$ cat src/hdl/bsat_pkg.sv
`default_nettype none
package bsat_pkg;

    localparam int COORD_WIDTH     = 32;
    localparam int T_FRACTION_BITS = 16;
    localparam int IDX_WIDTH       = 3;

    // Length of the output shift line: the longest run of points.
    localparam int SHIFT_DEPTH     = 7;

    localparam logic OP_QUAD  = 1'b0;
    localparam logic OP_CUBIC = 1'b1;

    localparam logic [IDX_WIDTH-1:0] QUAD_POINTS  = 3'd5;
    localparam logic [IDX_WIDTH-1:0] CUBIC_POINTS = 3'd7;

    typedef logic signed [COORD_WIDTH-1:0] coord_t;
    typedef logic [T_FRACTION_BITS-1:0]    tfrac_t;

    typedef struct packed {
        coord_t x;
        coord_t y;
    } point_t;

    // Everything one segment carries down the pipeline.
    typedef struct packed {
        logic   op;
        tfrac_t t;
        point_t p0;
        point_t p2;
        point_t p3;
        point_t a;
        point_t b;
        point_t c;
        point_t ab;
        point_t bc;
        point_t mid;
    } seg_t;

    // a + floor((b - a) * t / 2^T_FRACTION_BITS) with a one-bit-wider difference.
    function automatic coord_t lerp1(input coord_t a, input coord_t b, input tfrac_t t);
        logic signed [COORD_WIDTH:0]                   d;
        logic signed [COORD_WIDTH+T_FRACTION_BITS+1:0] prod;
        begin
            d    = {b[COORD_WIDTH-1], b} - {a[COORD_WIDTH-1], a};
            prod = d * $signed({1'b0, t});
            return a + coord_t'(prod[COORD_WIDTH+T_FRACTION_BITS-1:T_FRACTION_BITS]);
        end
    endfunction

    function automatic point_t lerp_pt(input point_t a, input point_t b, input tfrac_t t);
        point_t r;
        begin
            r.x = lerp1(a.x, b.x, t);
            r.y = lerp1(a.y, b.y, t);
            return r;
        end
    endfunction

endpackage
`default_nettype wire

$ cat src/hdl/bsat_out_if.sv
`default_nettype none
interface bsat_out_if;
    logic                                    valid;
    logic                                    ready;
    logic [bsat_pkg::IDX_WIDTH-1:0]          point_index;
    logic signed [bsat_pkg::COORD_WIDTH-1:0] out_x;
    logic signed [bsat_pkg::COORD_WIDTH-1:0] out_y;
    logic                                    last_point;

    modport source (output valid, point_index, out_x, out_y, last_point, input ready);
    modport sink (input valid, point_index, out_x, out_y, last_point, output ready);
endinterface
`default_nettype wire

$ cat src/hdl/bsat_ser.sv
`default_nettype none
module bsat_ser (
    input  wire logic          clk,
    input  wire logic          rst_n,
    input  wire bsat_pkg::seg_t seg,
    input  wire logic          seg_valid,
    output logic               seg_ready,
    bsat_out_if.source         out_ch
);
    import bsat_pkg::*;

    point_t                 buf_reg [SHIFT_DEPTH];
    point_t                 load_pts [SHIFT_DEPTH];
    logic [IDX_WIDTH-1:0]   cnt_reg;
    logic [IDX_WIDTH-1:0]   idx_reg;
    logic                   fire;
    logic                   load;

    assign fire      = out_ch.valid && out_ch.ready;
    assign seg_ready = (cnt_reg == '0) || (cnt_reg == 3'd1 && out_ch.ready);
    assign load      = seg_valid && seg_ready;

    // Arrange the split control sequence for the shift line.
    always_comb
    begin
        load_pts[0] = seg.p0;
        load_pts[1] = seg.a;
        load_pts[2] = seg.ab;
        if (seg.op == OP_CUBIC)
        begin
            load_pts[3] = seg.mid;
            load_pts[4] = seg.bc;
            load_pts[5] = seg.c;
            load_pts[6] = seg.p3;
        end
        else
        begin
            load_pts[3] = seg.b;
            load_pts[4] = seg.p2;
            load_pts[5] = seg.p2;
            load_pts[6] = seg.p2;
        end
    end

    // Remaining count and point index.
    always_ff @(posedge clk or negedge rst_n)
    begin
        if (!rst_n)
        begin
            cnt_reg <= '0;
            idx_reg <= '0;
        end
        else if (load)
        begin
            cnt_reg <= (seg.op == OP_CUBIC) ? CUBIC_POINTS : QUAD_POINTS;
            idx_reg <= '0;
        end
        else if (fire)
        begin
            cnt_reg <= cnt_reg - 3'd1;
            idx_reg <= idx_reg + 3'd1;
        end
    end

    // Shift line: the head is the current beat.
    always_ff @(posedge clk)
    begin
        if (load)
        begin
            for (int i = 0; i < SHIFT_DEPTH; i++)
            begin
                buf_reg[i] <= load_pts[i];
            end
        end
        else if (fire)
        begin
            for (int i = 0; i < SHIFT_DEPTH - 1; i++)
            begin
                buf_reg[i] <= buf_reg[i+1];
            end
        end
    end

    assign out_ch.valid       = (cnt_reg != '0);
    assign out_ch.point_index = idx_reg;
    assign out_ch.out_x       = buf_reg[0].x;
    assign out_ch.out_y       = buf_reg[0].y;
    assign out_ch.last_point  = (cnt_reg == 3'd1);

endmodule
`default_nettype wire

$ cat src/flat_wrapper.sv
// flat-port wrapper written by rule: the top's interface ports become plain ports
module bsat_ser_flat import bsat_pkg::*;
  (clk, rst_n, seg, seg_valid, seg_ready, out_ch_valid, out_ch_point_index, out_ch_out_x, out_ch_out_y, out_ch_last_point, out_ch_ready);
  bsat_out_if out_ch_i ();
  input  wire logic clk;
  input  wire logic rst_n;
  input  wire bsat_pkg::seg_t seg;
  input  wire logic seg_valid;
  output logic seg_ready;
  output wire logic [$bits(out_ch_i.valid)-1:0] out_ch_valid;
  output wire logic [$bits(out_ch_i.point_index)-1:0] out_ch_point_index;
  output wire logic [$bits(out_ch_i.out_x)-1:0] out_ch_out_x;
  output wire logic [$bits(out_ch_i.out_y)-1:0] out_ch_out_y;
  output wire logic [$bits(out_ch_i.last_point)-1:0] out_ch_last_point;
  input wire logic [$bits(out_ch_i.ready)-1:0] out_ch_ready;
  assign out_ch_valid = out_ch_i.valid;
  assign out_ch_point_index = out_ch_i.point_index;
  assign out_ch_out_x = out_ch_i.out_x;
  assign out_ch_out_y = out_ch_i.out_y;
  assign out_ch_last_point = out_ch_i.last_point;
  assign out_ch_i.ready = out_ch_ready;
  bsat_ser u_core (.clk(clk), .rst_n(rst_n), .seg(seg), .seg_valid(seg_valid), .seg_ready(seg_ready), .out_ch(out_ch_i));
endmodule
$ cat config.mk
export PLATFORM = sky130hd
export DESIGN_NAME = bsat_ser_flat
export DESIGN_NICKNAME = d
export VERILOG_FILES = /design/src/hdl/bsat_pkg.sv /design/src/hdl/bsat_out_if.sv /design/src/hdl/bsat_ser.sv /design/src/flat_wrapper.sv
export SDC_FILE = /design/constraint.sdc
export NUM_CORES = 1
export LEC_CHECK = 0
export BUFFER_PORTS_ARGS = -buffer_cell sky130_fd_sc_hd__buf_4
export CAP_MARGIN = 20
export CORE_AREA = 2 2 260 262
export DETAILED_ROUTE_END_ITERATION = 10
export DIE_AREA = 0 0 262 264
export PLACE_DENSITY = 0.56
export SKIP_CTS_REPAIR_TIMING = 1
export SLEW_MARGIN = 20
export SYNTH_ARGS = -nofsm -noshare
export SYNTH_HDL_FRONTEND = slang
export SYNTH_SLANG_ARGS = --single-unit
$ cat constraint.sdc
create_clock -name clk -period 7.6 [get_ports clk]
set_input_delay 0.76 -clock clk [delete_from_list [all_inputs] [get_ports clk]]
set_output_delay 0.76 -clock clk [all_outputs]
set_load 0.005 [all_outputs]
==> metrics.csv <==
metric,value,unit
outcome,finished clean,
Gate Count Post-Synth,1548,
first-pass GRT wire length,82.27,mm
core area,66560,um2
"most common cell after layout, fill and taps aside",buf_4,
library cells used by synthesis,26,
CP Max Fanout,60,
Sequential Power Share,48.2,%
register area share after synthesis,65.28,%
Final Max Tran Viols,0,
Clock Power Share,30.5,%
Fin Hold WS,0.4473,ns
GRT Util Overall,15.61,%
switching pwr,2.020,mW
initial antenna violation count,3,
vias in the first global route,14060,
Port Buf Inserts,650,
max_cap viols,0,
"Warnings, synthesis",0,
CTS tree,done,
Sw Ratio,26.17,%
Worst-Margin Slew,1.069,ns
fin util,41.47,%
Critical Path AT,3.51,ns
Total Die Area,69170,um2
Vias/cell,4.598,
total CTS buffers,51,
clock-pin slew on the worst setup and hold paths,0.06,ns
critical path endpoint category,register,
R2R setup slack,4.42,ns
"Hold Vio Cnt, Final",0,
DR DRC count,0,
Synth Net Count,2149,
root buffer cell,clkbuf_16,
crit start category,register,
WS Path Type,register to register,
Internal,5.698,mW
clock tree sinks,454,
RSZ-0062 raised after global routing,false,
fraction of layout cells with a size suffix above 1,42.72,%
"Clk Latency, worst-skew pair",0.59,ns
Initial Util,31.31,%
Pre-antenna DRT Iters,5,
peak supply drop,169.4,uV
CTS max path bufs,3,
pin count of the biggest net entering global routing,162,
DR iter-0 viols,878,
final number of setup-violating endpoints,0,
Leak,11.09,nW
Tcrit/Tclk final,41.91,%
"Remaining Overflow, GRT",0,
Yosys reg bits,454,
Post-Route WL,56.65,mm
layout net count,2707,
P per Cell Area,279.6,nW/um2
Area growth syn-to-layout,32.46,%
ANT nets after route,0,
Ports,667,
vias after detailed routing,13881,
Synth Area per Inst,13.46,um2
Post-Syn Area,20840,um2
Worst Hold Class,primary input to register,
chip height,264,um
Die Wd,262,um
Final min period,3.185,ns
# rows,95,
H-tree Lvls,2,
setup TNS,0,ns
relative slew slack,28.72,%
Comb pwr share,21.3,%
routability cong.,0.8380,
max FFs per register,448,
Max Freq,0.3140,GHz
wire per inst,18.77,um
most frequent cells in the layout,"661 x buf_4, 448 x edfxtp_1, 323 x a21oi_1",
clock skew,0.01545,ns
HPWL Detailed,40.48,mm
critical path required time,7.93,ns
-- critical path, cell delays in order, from the launching register on --
cell,delay (ns)
dfrtp_1,0.38
inv_1,0.11
ha_1,0.21
a21oi_1,0.11
o21ai_4,0.73
buf_4,0.37
buf_4,0.55
mux2_2,0.42
-- cell type report --
cell class / instances / area, um2
fillers: 6362 / 38960
multi-input cells: 924 / 6218
clock inverters: 28 / 220.2
flip-flops and latches: 454 / 13600
well taps: 873 / 1092
repair buffers: 668 / 5087
inverters: 7 / 33.78
diodes: 2 / 5.005
clock buffers: 63 / 1343
-- metal layers --
metal  global-route usage (%)  vias to the layer above  part of all wire (%)  wire (um)
met1                    18.21                     6566                    39      22010
met5                        0                        -                     0          0
met4                    5.207                        0                   2.6       1494
met2                    27.68                      431                    51      29000
li1                         -                     6798                     -          -
met3                    3.972                       86                   7.3       4147
-- cell families after synthesis --
| kind of cell | after synthesis | share of synthesized area, % |
|---|---|---|
| DFF | 454 | 65.28 |
| AOI/OAI and AO/OA | 395 | 10.29 |
| and+or+nand+nor | 267 | 5.668 |
| muxes | 258 | 13.56 |
| buffers and inverters | 170 | 4.965 |
| adders and majority gates | 4 | 0.2402 |
-- synth_stat cells --
| cell | n | area, um2 |
|---|---|---|
| buf_2 | 59 | 295.3 |
| o21ai_0 | 4 | 20.02 |
| buf_4 | 80 | 600.6 |
| mux2_2 | 177 | 1993 |
| a21o_1 | 65 | 488.0 |
| clkbuf_1 | 18 | 67.56 |
| or3_1 | 1 | 6.260 |
| buf_6 | 3 | 33.78 |
| nor2b_1 | 65 | 406.6 |
| o21ai_1 | 1 | 5.000 |
| nor3b_2 | 1 | 12.51 |
| mux2i_2 | 1 | 13.76 |
| nor2_1 | 192 | 720.7 |
| mux2i_1 | 65 | 650.6 |
| edfxtp_1 | 448 | 13450 |
| nor2b_2 | 1 | 8.760 |
| a21oi_1 | 323 | 1617 |
| a31oi_1 | 1 | 6.260 |
| inv_1 | 6 | 22.52 |
| a211oi_1 | 1 | 7.510 |
| ha_1 | 4 | 50.05 |
| buf_1 | 3 | 11.26 |
| dfrtp_1 | 6 | 150.1 |
| mux2_1 | 15 | 168.9 |
| nand2_1 | 7 | 26.28 |
| inv_2 | 1 | 3.750 |
-- per-stage QoR --
stage	total power, mW	std cells	worst slack, ns	area (um2)
3_3_place_gp	5.397	2925	4.214	26030
5_1_grt	8.122	3019	4.178	27600
3_5_place_dp	5.450	2925	4.186	26030
4_1_cts	7.827	3016	4.348	27590
6_report	7.719	3019	4.415	27600
2_1_floorplan	4.913	1548	1.774	20840
-- power groups by stage --
stage	Combinational [mW]	Sequential (mW)	Clock, mW
floorplan	1.15	3.77	0
global placement	1.64	3.76	0
detailed placement	1.67	3.78	0
CTS	1.68	3.73	2.42
global route	1.83	3.78	2.51
finish	1.65	3.72	2.35
-- path summary, 6_finish.rpt --
| path | start | end | depth (start not counted) |
|---|---|---|---|
| worst max register to register | u_core.cnt_reg[1] | u_core.buf_reg[1][42] | 7 |
| worst max-delay path | u_core.cnt_reg[1] | u_core.buf_reg[1][42] | 7 |
| min in group asynchronous | rst_n | u_core.out_ch.point_index[1] | 2 |
| max in group asynchronous | rst_n | u_core.cnt_reg[2] | 2 |
| worst min-delay path | out_ch_ready | u_core.cnt_reg[2] | 2 |
| worst min register to register | u_core.cnt_reg[1] | u_core.cnt_reg[1] | 2 |
Note: power is estimated with default switching activity, not from simulation.
